[config.mk]
export PLATFORM = sky130hd
export DESIGN_NAME = squared_exponential_kernel_core
export DESIGN_NICKNAME = d
export VERILOG_FILES = /design/src/design/sek_pkg.sv /design/src/design/sek_mul.sv /design/src/design/sek_cfg.sv /design/src/design/squared_exponential_kernel_core.sv
export SDC_FILE = /design/constraint.sdc
export NUM_CORES = 2
export LEC_CHECK = 0
export BUFFER_PORTS_ARGS = -buffer_cell sky130_fd_sc_hd__buf_2
export CORE_ASPECT_RATIO = 1.1
export CORE_UTILIZATION = 30
export CTS_CLUSTER_DIAMETER = 120
export DETAILED_ROUTE_END_ITERATION = 7
export MAX_ROUTING_LAYER = met4
export PLACE_DENSITY = 0.55
export SLEW_MARGIN = 20
export SYNTH_ARGS = -nofsm -noshare
export SYNTH_HDL_FRONTEND = slang
export SYNTH_HIERARCHICAL = 1
export SYNTH_SLANG_ARGS = --single-unit
[constraint.sdc]
create_clock -name i_clk -period 8.4 [get_ports i_clk]
set_input_delay 0.84 -clock i_clk [delete_from_list [all_inputs] [get_ports i_clk]]
set_output_delay 0.84 -clock i_clk [all_outputs]
set_load 0.005 [all_outputs]
[src/design/sek_pkg.sv]
// Shared package of the squared-exponential kernel core.
// Holds widths, register indexes, the sequencer state type and the exp step table.
// No dependencies.
`timescale 1ns / 1ps

package sek_pkg;

    localparam int MAX_DIMS    = 6;
    localparam int COORD_WIDTH = 16;

    localparam int DIM_W     = 3;
    localparam int WEIGHT_W  = 16;
    localparam int SUM_W     = 32;
    localparam int OUT_W     = 16;
    localparam int MAG_W     = 33;
    localparam int SQ_W      = 16;
    localparam int MUL_W     = 32;
    localparam int PROD_W    = 2 * MUL_W;
    localparam int ACC_W     = 33;
    localparam int LOG_W     = 8;
    localparam int EXP_STEPS = 12;
    localparam int K_W       = 4;
    localparam int CFG_IDX_W = 3;
    localparam int CFG_DAT_W = 16;

    localparam logic [SUM_W-1:0]  EXP_LIMIT   = SUM_W'(12 << 16);
    localparam logic [WEIGHT_W-1:0] WEIGHT_RST = WEIGHT_W'(4096);
    localparam logic [DIM_W-1:0]  NUM_DIMS_RST = DIM_W'(1);
    localparam logic [K_W-1:0]    K_LAST       = K_W'(EXP_STEPS - 1);

    // Register indexes of the configuration port
    localparam logic [CFG_IDX_W-1:0] CFG_NUM_DIMS    = 3'd0;
    localparam logic [CFG_IDX_W-1:0] CFG_WEIGHT_0    = 3'd1;
    localparam logic [CFG_IDX_W-1:0] CFG_WEIGHT_LAST = 3'd6;

    typedef enum logic [3:0] {
        S_IDLE,
        S_SQ,
        S_WT,
        S_ACC,
        S_EXP_L2,
        S_EXP_L3,
        S_EXP_SEED,
        S_EXP_MUL,
        S_EXP_RND,
        S_EXP_OUT
    } t_state;

    typedef struct packed {
        logic [DIM_W-1:0]    count;
        logic [WEIGHT_W-1:0] weight;
    } t_cfg_rd;

    // exp(-2^(k-8)) in Q0.32
    function automatic logic [MUL_W-1:0] exp_step_const(input logic [K_W-1:0] k);
        logic [MUL_W-1:0] c;
        unique case (k)
            4'd0:    c = 32'd4278222805;
            4'd1:    c = 32'd4261543595;
            4'd2:    c = 32'd4228380000;
            4'd3:    c = 32'd4162825044;
            4'd4:    c = 32'd4034748382;
            4'd5:    c = 32'd3790295335;
            4'd6:    c = 32'd3344923893;
            4'd7:    c = 32'd2605029347;
            4'd8:    c = 32'd1580030169;
            4'd9:    c = 32'd581260615;
            4'd10:   c = 32'd78665070;
            4'd11:   c = 32'd1441160;
            default: c = '0;
        endcase
        return c;
    endfunction

endpackage

[src/design/sek_mul.sv]
// Shared 32x32 unsigned multiplier with registered product.
// Depends on sek_pkg for operand widths.
`timescale 1ns / 1ps

module sek_mul (
    input  logic                      i_clk,
    input  logic                      i_en,
    input  logic [sek_pkg::MUL_W-1:0]  i_a,
    input  logic [sek_pkg::MUL_W-1:0]  i_b,
    output logic [sek_pkg::PROD_W-1:0] o_p
);
    import sek_pkg::*;

    logic [PROD_W-1:0] r_p;
    logic [PROD_W-1:0] n_p;

    assign n_p = PROD_W'(i_a) * PROD_W'(i_b);

    always_ff @(posedge i_clk) begin
        if (i_en) begin
            r_p <= n_p;
        end
    end

    assign o_p = r_p;

endmodule

[src/design/sek_cfg.sv]
// Configuration register file: dimension count and per-dimension weights.
// Depends on sek_pkg; returns the clamped count and the current dimension's weight.
`timescale 1ns / 1ps

module sek_cfg (
    input  logic                         i_clk,
    input  logic                         i_rst_n,
    input  logic                         i_wr_en,
    input  logic [sek_pkg::CFG_IDX_W-1:0] i_wr_index,
    input  logic [sek_pkg::CFG_DAT_W-1:0] i_wr_data,
    input  logic [sek_pkg::DIM_W-1:0]     i_dim,
    output sek_pkg::t_cfg_rd             o_rd
);
    import sek_pkg::*;

    logic [DIM_W-1:0]    r_num_dims;
    logic [WEIGHT_W-1:0] r_weight [MAX_DIMS];
    logic [DIM_W-1:0]    wr_slot;
    logic [DIM_W-1:0]    rd_slot;

    assign wr_slot = i_wr_index - CFG_WEIGHT_0;

    always_ff @(posedge i_clk) begin
        if (!i_rst_n) begin
            r_num_dims <= NUM_DIMS_RST;
            for (int i = 0; i < MAX_DIMS; i++) begin
                r_weight[i] <= WEIGHT_RST;
            end
        end else if (i_wr_en) begin
            if (i_wr_index == CFG_NUM_DIMS) begin
                r_num_dims <= i_wr_data[DIM_W-1:0];
            end else if (i_wr_index <= CFG_WEIGHT_LAST) begin
                r_weight[wr_slot] <= i_wr_data[WEIGHT_W-1:0];
            end
        end
    end

    // Clamp the count to 1..MAX_DIMS and the slot to the last weight
    always_comb begin
        rd_slot = (i_dim < DIM_W'(MAX_DIMS)) ? i_dim : DIM_W'(MAX_DIMS - 1);
        if (r_num_dims == '0) begin
            o_rd.count = DIM_W'(1);
        end else if (r_num_dims > DIM_W'(MAX_DIMS)) begin
            o_rd.count = DIM_W'(MAX_DIMS);
        end else begin
            o_rd.count = r_num_dims;
        end
        o_rd.weight = r_weight[rd_slot];
    end

endmodule

[src/design/squared_exponential_kernel_core.sv]
// Weighted squared-exponential kernel core: top level with sequencer and datapath.
// Flow: an item is accepted only in the idle state, so a new item is taken only once the last
// has been squared, weighted and added; the item that ends a pair then runs the exp steps
// (skipped when the sum is 12.0 or more) and waits for the result register to empty.
// All products come from the one shared 32x32 multiplier. Reset: synchronous, active low;
// clears the state, sum, dimension and step counters, result valid and configuration registers.
`timescale 1ns / 1ps

module squared_exponential_kernel_core (
    input  logic                           i_clk,
    input  logic                           i_rst_n,
    // input items
    input  logic                           i_in_valid,
    output logic                           o_in_ready,
    input  logic [sek_pkg::COORD_WIDTH-1:0] i_first_coord,
    input  logic [sek_pkg::COORD_WIDTH-1:0] i_second_coord,
    // result items
    output logic                           o_out_valid,
    input  logic                           i_out_ready,
    output logic [sek_pkg::OUT_W-1:0]       o_kernel_value,
    // configuration writes
    input  logic                           i_cfg_valid,
    output logic                           o_cfg_ready,
    input  logic [sek_pkg::CFG_IDX_W-1:0]   i_cfg_index,
    input  logic [sek_pkg::CFG_DAT_W-1:0]   i_cfg_data
);
    import sek_pkg::*;

    // Sequencer state
    t_state r_state;
    t_state n_state;

    // Item and pair state
    logic [SQ_W-1:0]  r_mag;       // |first - second|, low bits
    logic             r_big;       // difference does not fit 16 bits
    logic [SUM_W-1:0] r_sum;       // Q16.16 distance sum
    logic [DIM_W-1:0] r_dim;       // dimension of the next item
    logic             r_zero;      // sum at or above 12.0: result is 0

    // exp evaluation
    logic [SQ_W-1:0]  r_l2;        // l*l of the low fraction byte
    logic [ACC_W-1:0] r_acc;       // Q0.32 running value, may equal 1.0
    logic [K_W-1:0]   r_k;         // exponent bit under test

    // Result register
    logic             r_out_valid;
    logic [OUT_W-1:0] r_out_data;

    // Combinational helpers
    logic             in_accept;
    logic             slot_free;
    logic             mul_en;
    logic [MUL_W-1:0] mul_a;
    logic [MUL_W-1:0] mul_b;
    logic [PROD_W-1:0] prod;
    t_cfg_rd          cfg_rd;
    logic [MAG_W-1:0] first_ext;
    logic [MAG_W-1:0] second_ext;
    logic [MAG_W-1:0] diff;
    logic [MAG_W-1:0] mag;
    logic [36:0]      term_raw;
    logic [SUM_W-1:0] term;
    logic [SUM_W:0]   sum_raw;
    logic [SUM_W-1:0] sum_new;
    logic             last_dim;
    logic [LOG_W-1:0] lfrac;
    logic [6:0]       cube_hi;
    logic [12:0]      third_raw;
    logic [ACC_W:0]   seed;
    logic             exp_bit;
    logic [ACC_W-1:0] rnd_raw;
    logic [ACC_W:0]   res_raw;
    logic [OUT_W-1:0] res;

    assign in_accept = i_in_valid && o_in_ready;
    assign slot_free = !r_out_valid || i_out_ready;

    // ------------------------------------------------------------------
    // Shared multiplier and configuration registers
    // ------------------------------------------------------------------
    sek_mul u_mul (
        .i_clk (i_clk),
        .i_en  (mul_en),
        .i_a   (mul_a),
        .i_b   (mul_b),
        .o_p   (prod)
    );

    sek_cfg u_cfg (
        .i_clk      (i_clk),
        .i_rst_n    (i_rst_n),
        .i_wr_en    (i_cfg_valid && o_cfg_ready),
        .i_wr_index (i_cfg_index),
        .i_wr_data  (i_cfg_data),
        .i_dim      (r_dim),
        .o_rd       (cfg_rd)
    );

    // ------------------------------------------------------------------
    // Datapath arithmetic
    // ------------------------------------------------------------------
    always_comb begin
        // Difference of the coordinates, exact, and its magnitude
        first_ext  = {{(MAG_W - COORD_WIDTH){i_first_coord[COORD_WIDTH-1]}}, i_first_coord};
        second_ext = {{(MAG_W - COORD_WIDTH){i_second_coord[COORD_WIDTH-1]}}, i_second_coord};
        diff       = first_ext - second_ext;
        mag        = diff[MAG_W-1] ? (MAG_W'(0) - diff) : diff;

        // Weighted term: round half up from Q20.28 to Q16.16, saturate
        term_raw = 37'((49'(prod[47:0]) + 49'd2048) >> 12);
        if (r_big) begin
            term = (cfg_rd.weight != '0) ? '1 : '0;
        end else if (|term_raw[36:SUM_W]) begin
            term = '1;
        end else begin
            term = term_raw[SUM_W-1:0];
        end

        // Saturating accumulate
        sum_raw = {1'b0, r_sum} + {1'b0, term};
        sum_new = sum_raw[SUM_W] ? '1 : sum_raw[SUM_W-1:0];
        last_dim = ({1'b0, r_dim} + 4'd1) >= {1'b0, cfg_rd.count};

        // Seed of exp: 1 - l + l^2/2 - l^3/6 over the low fraction byte;
        // l^3 / 393216 is (l^3 >> 17) / 3, the divide by 3 as *43 >> 7
        lfrac     = r_sum[LOG_W-1:0];
        cube_hi   = prod[23:17];
        third_raw = 13'(cube_hi) * 13'd43;
        seed      = (34'd1 << 32) - {10'd0, lfrac, 16'd0}
                    + 34'(r_l2 >> 1) - 34'(third_raw[12:7]);

        // Exponent bit of weight 2^(k-8) and the rounded Q0.32 product
        exp_bit = r_sum[LOG_W + 32'(r_k)];
        rnd_raw = ACC_W'({1'b0, prod[PROD_W-1:31]} + 34'd1);

        // Final rounding to Q0.16 with saturation and underflow to zero
        res_raw = {1'b0, r_acc} + 34'h8000;
        if (r_zero || (r_acc < ACC_W'(32'h10000))) begin
            res = '0;
        end else if (|res_raw[ACC_W:OUT_W + 16]) begin
            res = '1;
        end else begin
            res = res_raw[OUT_W + 15:16];
        end
    end

    // ------------------------------------------------------------------
    // Sequencer: next state
    // ------------------------------------------------------------------
    always_comb begin
        n_state = r_state;
        unique case (r_state)
            S_IDLE: begin
                if (in_accept) n_state = S_SQ;
            end
            S_SQ:       n_state = S_WT;
            S_WT:       n_state = S_ACC;
            S_ACC: begin
                if (!last_dim) begin
                    n_state = S_IDLE;
                end else if (sum_new >= EXP_LIMIT) begin
                    n_state = S_EXP_OUT;
                end else begin
                    n_state = S_EXP_L2;
                end
            end
            S_EXP_L2:   n_state = S_EXP_L3;
            S_EXP_L3:   n_state = S_EXP_SEED;
            S_EXP_SEED: n_state = S_EXP_MUL;
            S_EXP_MUL: begin
                if (exp_bit) begin
                    n_state = S_EXP_RND;
                end else if (r_k == K_LAST) begin
                    n_state = S_EXP_OUT;
                end else begin
                    n_state = S_EXP_MUL;
                end
            end
            S_EXP_RND:  n_state = (r_k == K_LAST) ? S_EXP_OUT : S_EXP_MUL;
            S_EXP_OUT: begin
                if (slot_free) n_state = S_IDLE;
            end
            default:    n_state = S_IDLE;
        endcase
    end

    // ------------------------------------------------------------------
    // Sequencer: outputs and multiplier operand selection
    // ------------------------------------------------------------------
    always_comb begin
        o_in_ready = 1'b0;
        mul_en     = 1'b0;
        mul_a      = '0;
        mul_b      = '0;
        unique case (r_state)
            S_IDLE: begin
                o_in_ready = 1'b1;
            end
            S_SQ: begin
                // square the magnitude
                mul_en = 1'b1;
                mul_a  = MUL_W'(r_mag);
                mul_b  = MUL_W'(r_mag);
            end
            S_WT: begin
                // weight the square
                mul_en = 1'b1;
                mul_a  = prod[MUL_W-1:0];
                mul_b  = MUL_W'(cfg_rd.weight);
            end
            S_EXP_L2: begin
                mul_en = 1'b1;
                mul_a  = MUL_W'(lfrac);
                mul_b  = MUL_W'(lfrac);
            end
            S_EXP_L3: begin
                mul_en = 1'b1;
                mul_a  = MUL_W'(prod[SQ_W-1:0]);
                mul_b  = MUL_W'(lfrac);
            end
            S_EXP_MUL: begin
                mul_en = exp_bit;
                mul_a  = r_acc[MUL_W-1:0];
                mul_b  = exp_step_const(r_k);
            end
            S_ACC, S_EXP_SEED, S_EXP_RND, S_EXP_OUT: begin
                mul_en = 1'b0;
            end
            default: begin
                mul_en = 1'b0;
            end
        endcase
    end

    assign o_cfg_ready = 1'b1;

    // ------------------------------------------------------------------
    // Registers
    // ------------------------------------------------------------------
    always_ff @(posedge i_clk) begin
        if (!i_rst_n) begin
            r_state <= S_IDLE;
        end else begin
            r_state <= n_state;
        end
    end

    // Pair state and result handshake
    always_ff @(posedge i_clk) begin
        if (!i_rst_n) begin
            r_sum       <= '0;
            r_dim       <= '0;
            r_zero      <= 1'b0;
            r_k         <= '0;
            r_out_valid <= 1'b0;
        end else begin
            // raise the result once the register is free, drop it once taken
            if ((r_state == S_EXP_OUT) && slot_free) begin
                r_out_valid <= 1'b1;
            end else if (i_out_ready) begin
                r_out_valid <= 1'b0;
            end
            unique case (r_state)
                S_ACC: begin
                    r_sum <= sum_new;
                    if (last_dim) begin
                        r_dim  <= '0;
                        r_zero <= (sum_new >= EXP_LIMIT);
                    end else begin
                        r_dim  <= r_dim + DIM_W'(1);
                    end
                end
                S_EXP_SEED: begin
                    r_k <= '0;
                end
                S_EXP_MUL: begin
                    // advance past a clear exponent bit
                    if (!exp_bit) r_k <= r_k + K_W'(1);
                end
                S_EXP_RND: begin
                    r_k <= r_k + K_W'(1);
                end
                S_EXP_OUT: begin
                    // hold until the result register is free, then clear the pair
                    if (slot_free) begin
                        r_sum       <= '0;
                        r_zero      <= 1'b0;
                    end
                end
                S_IDLE, S_SQ, S_WT, S_EXP_L2, S_EXP_L3: begin
                end
                default: begin
                end
            endcase
        end
    end

    // Payload registers
    always_ff @(posedge i_clk) begin
        if (in_accept) begin
            r_mag <= mag[SQ_W-1:0];
            r_big <= |mag[MAG_W-1:SQ_W];
        end
        if (r_state == S_EXP_L3) begin
            r_l2 <= prod[SQ_W-1:0];
        end
        if (r_state == S_EXP_SEED) begin
            r_acc <= seed[ACC_W-1:0];
        end
        if (r_state == S_EXP_RND) begin
            // exactly 1.0 times c is c itself
            r_acc <= r_acc[ACC_W-1] ? ACC_W'(exp_step_const(r_k)) : {1'b0, rnd_raw[ACC_W-1:1]};
        end
        if ((r_state == S_EXP_OUT) && slot_free) begin
            r_out_data <= res;
        end
    end

    assign o_out_valid    = r_out_valid;
    assign o_kernel_value = r_out_data;

    // ------------------------------------------------------------------
    // Assertions
    // ------------------------------------------------------------------
`ifndef ASSERT_OFF
    a_dim_range: assert property (@(posedge i_clk) disable iff (!i_rst_n)
        r_dim < DIM_W'(MAX_DIMS))
        else $error("dimension counter past the last weight");

    a_out_from_exp: assert property (@(posedge i_clk) disable iff (!i_rst_n)
        $rose(o_out_valid) |-> $past(r_state == S_EXP_OUT))
        else $error("result raised outside the output step");

    a_accept_starts: assert property (@(posedge i_clk) disable iff (!i_rst_n)
        in_accept |=> (r_state == S_SQ))
        else $error("accepted item did not start squaring");

    a_step_range: assert property (@(posedge i_clk) disable iff (!i_rst_n)
        (r_state == S_EXP_MUL || r_state == S_EXP_RND) |-> (r_k <= K_LAST))
        else $error("exp step counter overran");
`endif

endmodule

## After elaboration in Yosys (flattened, before gate mapping)

Memory sizes are Yosys's and may differ from the RTL's. A register that Yosys moved wholly into a read port is not among the register bits.
Index checks and enable logic that the tools add are counted.

- Output and inout bits: 19
- Flip-flop bits (word level): 194
- Memory bits (writable): 96
- ROM bits: 1024
- Memories kept: 3
- Logic and storage cells: 125

Memories:

| memory | words | bits a word | read ports | clocked after Yosys merged registers in | wr ports | line | RTL |
|---|---|---|---|---|---|---|---|
| (name not given) | 16 | 32 | 1 | 1 | 0 | sek_pkg.sv:57 | `unique case (k)` |
| (name not given) | 16 | 32 | 1 | 1 | 0 | sek_pkg.sv:57 |  |
| u_cfg.r_weight | 6 | 16 | 1 | 0 | 6 | sek_cfg.sv:17 | `logic [WEIGHT_W-1:0] r_weight [MAX_DIMS];` |

- Order comparisons: 7
- Mux-type cells: 48
- Reductions and logical operators: 24
- Equality and inequality tests: 14
- $mul: 2
- Add/sub/neg operators: 14

Operators with widths:

| operator | number |
|---|---|
| $mux 32 | 6 |
| $pmux 32 s5 | 1 |
| $pmux 32 s4 | 1 |
| $mux 33 | 3 |
| $mul 32x32->64 | 1 |
| $pmux 32 s2 | 1 |
| $add 48x12->49 const B | 1 |
| $mux 4 | 11 |
| $pmux 4 s10 | 1 |
| $add 33x16->34 const B | 1 |
| $add 32x32->33 | 1 |
| $add 33x1->33 const B | 1 |
| $add 33x15->33 | 1 |
| $lt 33x17->1 const B | 1 |
| $sub 33x24->33 const A | 1 |
| $sub 33x6->33 | 1 |
| $ge 32x20->1 const B | 1 |
| $mux 16 | 2 |
| $sub 1x17->18 const A | 1 |
| $reduce_or 17->1 | 1 |
| $sub 16x16->17 | 1 |
| $eq 4x3->1 const B | 4 |
| $reduce_bool 16->1 | 1 |
| $reduce_or 16->1 | 1 |
| other kinds (32) | 64 |

## Logic depth before layout (Yosys ltp)

An unclocked memory read counts as a cell.

- Depth after elaboration: 12
- Gate-level depth with buffers: 37
- Mapped depth without buffers: 32

## Modules after synthesis

Netlist, hierarchy kept.

Modules (own cells, without submodules):

| module | cells each | instances | area an instance (um^2) | sequential area each (um^2) |
|---|---|---|---|---|
| sek_mul | 3823 | 1 | 35462.8 | 1921.8 |
| squared_exponential_kernel_core | 1661 | 1 | 13710.6 | 3973.8 |
| sek_cfg | 404 | 1 | 4996.0 | 2942.8 |

## Worst setup path before layout

OpenSTA, ideal clock, no wires.

- Path type: register to register
- Start point: register r_state[2]
- End point: register u_mul.r_p[61], in the netlist u_mul/o_p[61] (data pin)
- Data required time: 8.137 ns
- Stages on the path, launching flop included: 37
- Arrival: 8.830 ns
- Slack: -0.693 ns
- Cell sequence: dfxtp_1 > clkbuf_1 > nand2b_1 > clkbuf_1 > nor2_1 > or2_2 > clkbuf_1 > clkbuf_1 > a222oi_1 > inv_1 > clkbuf_1 > and2_1 > fa_1 > fa_1 > fa_1 > inv_1 > fa_1 > inv_1 > fa_1 > inv_1 > fa_1 > inv_1 > fa_1 > inv_1 > fa_1 > inv_1 > ha_1 > buf_2 > and4_1 > nor2b_1 > a22oi_1 > o311ai_2 > o211ai_2 > o31ai_4 > a41o_1 > a311oi_1 > xnor2_1

RTL lines:

| element | line | RTL |
|---|---|---|
| from (decl) | squared_exponential_kernel_core.sv:30 | `t_state r_state;` |
| from (signal assigned) | squared_exponential_kernel_core.sv:244 | `r_state <= n_state;` |
| $eq 4x3->1, or another cell as far along | squared_exponential_kernel_core.sv:195 | `unique case (r_state)` |
| $pmux 32 s5 (*) | squared_exponential_kernel_core.sv:195 |  |
| net mul_a[12] | squared_exponential_kernel_core.sv:53 | `logic [MUL_W-1:0] mul_a;` |
| $mul 32x32->64 (*) | sek_mul.sv:17 | `assign n_p = PROD_W'(i_a) * PROD_W'(i_b);` |
| net u_mul.n_p[61] | sek_mul.sv:15 | `logic [PROD_W-1:0] n_p;` |
| to (signal assigned) | sek_mul.sv:21 | `r_p <= n_p;` |
| to (decl) | sek_mul.sv:14 | `logic [PROD_W-1:0] r_p;` |

The timed path passes the listed nets; every way through them passes the cells marked *.
A chain may end at the register's enable or synchronous reset.

==> results.sh <==
export IMPL_initial_core_util=0.302
export IMPL_cp_endpoint="u_mul/o_p[62]"
export IMPL_cts_root_buffer="clkbuf_16"
export IMPL_track_usage=0.187
export IMPL_startpoint_type="register"
export IMPL_ys_seq_elements=321
export IMPL_num_vias=42200
export IMPL_worst_path_most_repeated_cell="fa_1"
export IMPL_cap_viol_max_count=0
export IMPL_synthTopCellsByArea="fa_1, edfxtp_1, ha_1, and2_1, inv_1"
export IMPL_powerDensity_mw_per_mm2=166
export IMPL_die_y_um=448
export IMPL_cts_tree="done"
export IMPL_grt_met3_usage=0.00975
export IMPL_htree_levels=2
export IMPL_avgSynthCellArea_um2=9.20
export IMPL_dp_hpwl_um=134000
export IMPL_hold_violations=0
export IMPL_rsz0062_at_grt="true"
export IMPL_grt_pass1_vias=45400
export IMPL_num_io_pins=75
export IMPL_total_power_mw=10.6
export IMPL_antenna_found_initial=4
export IMPL_rows=163
export IMPL_clk_path_buf_depth=3
export IMPL_core_area_mm2=0.179
export IMPL_synth_warnings=6
export IMPL_cts_sinks=321
export IMPL_relSlewSlack=0.227
export IMPL_r2r_start="r_dim[0]"
export IMPL_drtIter0Drc=2707
export IMPL_criticalPathCategory="register to register"
export IMPL_synth_distinct_cells=101
export IMPL_drive_gt1_frac=0.153
export IMPL_finalNonFillerCells=8643
export IMPL_dp_cells=8543
export IMPL_ir_worst_vdd_mv=0.312
export IMPL_nNetsFinal=7567
export IMPL_ys_seq_area_frac=0.163
export IMPL_place_ws_ns=-0.535
export IMPL_worst_slew_pin_slew_ns=1.16
export IMPL_outcome="finished, violations left"
export IMPL_crit_fanout=6
export IMPL_finalMaxSlewViolations=0
export IMPL_use_met1=0.240
export IMPL_skew_ns=0.0333
export IMPL_setup_slack_ns=-0.329
export IMPL_p_leak_nw=29.3
export IMPL_synth_top_flop_cell="edfxtp_1"
export IMPL_overflow=0
export IMPL_crit_path_end_kind="register"
export IMPL_ff2ff_path_depth=31
export IMPL_die_w_um=407
export IMPL_routed_wl_um=164000
export IMPL_die_area_mm2=0.182
export IMPL_postRouteAntennaNets=0
export IMPL_setup_tns_ns=-4.36
export IMPL_area_delta_synth_final_pct=18.4
export IMPL_clk_pin_slew_ns=0.06
export IMPL_port_buffers=73
export IMPL_violations="design-rule violations, negative setup slack"
export IMPL_drtPass1Iterations=8
export IMPL_grt_max_degree=71
export IMPL_synth_edf_count=241
export IMPL_cp_required_ns=8.71
export IMPL_wl_per_cell_um=19.0
export IMPL_clk_latency_ns=0.57
export IMPL_fin_area_mm2=0.0642
export IMPL_arrival_ns=9.04
export IMPL_fin_crit_ns=8.73
export IMPL_fmax_ghz=0.115
export IMPL_grt_busiest_layer="met2"
export IMPL_grt_first_pass_wirelength_um=261000
export IMPL_syn_cell_area_mm2=0.0542
export IMPL_syn_inst=5888
export IMPL_synth_area_leader_cell="fa_1"
export IMPL_r2r_slack_ns=-0.33
export IMPL_max_stage_delay_ns=0.65
export IMPL_synth_common_cells="inv_1, fa_1, nand2_1"
export IMPL_syn_nets=7234
export IMPL_place_gp_congestion=0.940
export IMPL_cpMaxStageDelayCell="fa_2"
export IMPL_hold_class="register to register"
export IMPL_holdBufCountCts=0
export IMPL_period_share=1.04
export IMPL_synth_top_area_frac=0.334
export IMPL_drcViolationCount=2
export IMPL_vias_per_cell=4.89
export IMPL_setup_violations=24
export IMPL_worstSetupStartpoint="r_dim[0]"
export IMPL_synth_most_common_cell="inv_1"
export IMPL_place_area_mm2=0.0615
export IMPL_async_reset_ff_frac=0
export IMPL_rr_endpoint="u_mul/o_p[62]"
export IMPL_cts_made_buffers=37
export IMPL_grt_util_met2=0.319
-- timing repair --
action / CTS / global route
gates cloned: 1 / 2
gates resized for setup: 79 / 149
buffers inserted: 8 / 20
setup endpoints to repair: 37 / 41
pin swaps: 28 / 29
-- power by group --
part / total, mW / switching (mW) / internal (mW)
Combinational: 6.59 / 3.78 / 2.81
Clock: 1.75 / 0.713 / 1.04
Sequential: 2.28 / 0.201 / 2.08
-- metal layers --
layer  vias to the layer above  part of all wire
li1                      19300                 -
met1                     21600              0.44
met2                      1053              0.49
met3                       228             0.038
met4                         0             0.036
met5                         -                 0
-- worst max-delay path, delay by kind of cell (launching register included) --
kind	cells	cell delay [ns]
buffers and inverters	10	1.22
multiplexers	1	0.22
flip-flops	1	0.37
XOR/XNOR	1	0.08
adder cells (fa/ha/maj)	9	4.42
AO/OA/AOI/OAI	5	1.09
AND/OR/NAND/NOR	5	1.07
-- state kept, by name, summed over array words and instances (netlist names), named ones only --
name              count
u_cfg/r_weight       96
u_mul/o_p            64
r_acc                33
r_sum                32
o_kernel_value       16
r_mag                16
r_l2                 15
r_k                   4
r_state               4
r_dim                 3
u_cfg/r_num_dims      3
o_out_valid           1
r_big                 1
r_zero                1
-- cells in the final DEF, fill, tap and decap left out, drive strengths merged, types with 83 or more instances in the layout --
cell	instances
buf	637
a21oi	259
nand3	83
nor2	208
ha	385
xnor2	117
nand2	655
and2	639
xor2	106
o21ai	118
fa	905
edfxtp	241
inv	1026
-- final cells by class --
class,count,area (µm²)
multi-input cells,4199,41300
clock buffers,44,993
inverters,1023,3840
fillers,18100,115000
flip-flops and latches,321,8850
repair buffers,639,5920
well taps,2392,2990
diodes,3,7.51
clock inverters,22,298
-- cell families after synthesis --
family | count (synthesis) | synth area share
DFF | 321 | 0.163
muxes | 57 | 0.0118
buffers and inverters | 1368 | 0.0966
adders and majority gates | 1290 | 0.423
other | 1 | 0.0000692
xor gates and xnor gates | 223 | 0.0362
and+or+nand+nor | 1904 | 0.181
AOI/OAI and AO/OA | 724 | 0.0883
-- worst min path at each step --
| stage | startpoint | endpoint | slack, ns | cells after the start |
|---|---|---|---|---|
| global placement | r_sum[27] | r_sum[27] | 0.46 | 2 |
| CTS | u_mul/o_p[8] | r_l2[8] | 0.47 | 0 |
| finish | u_mul/o_p[8] | r_l2[8] | 0.47 | 0 |
| detailed placement | u_mul/o_p[8] | r_l2[8] | 0.47 | 0 |
| floorplan | u_mul/o_p[10] | r_l2[10] | 0.43 | 0 |
| global route | u_mul/o_p[8] | r_l2[8] | 0.49 | 0 |
-- per-stage QoR --
stage                      util  hold slack [ns]
final                     0.358            0.473
after CTS                 0.353            0.475
after floorplan               -            0.427
after detailed placement  0.343            0.468
after global routing      0.358            0.494
after global placement    0.343            0.458
Power figures use the tool's default switching activity.
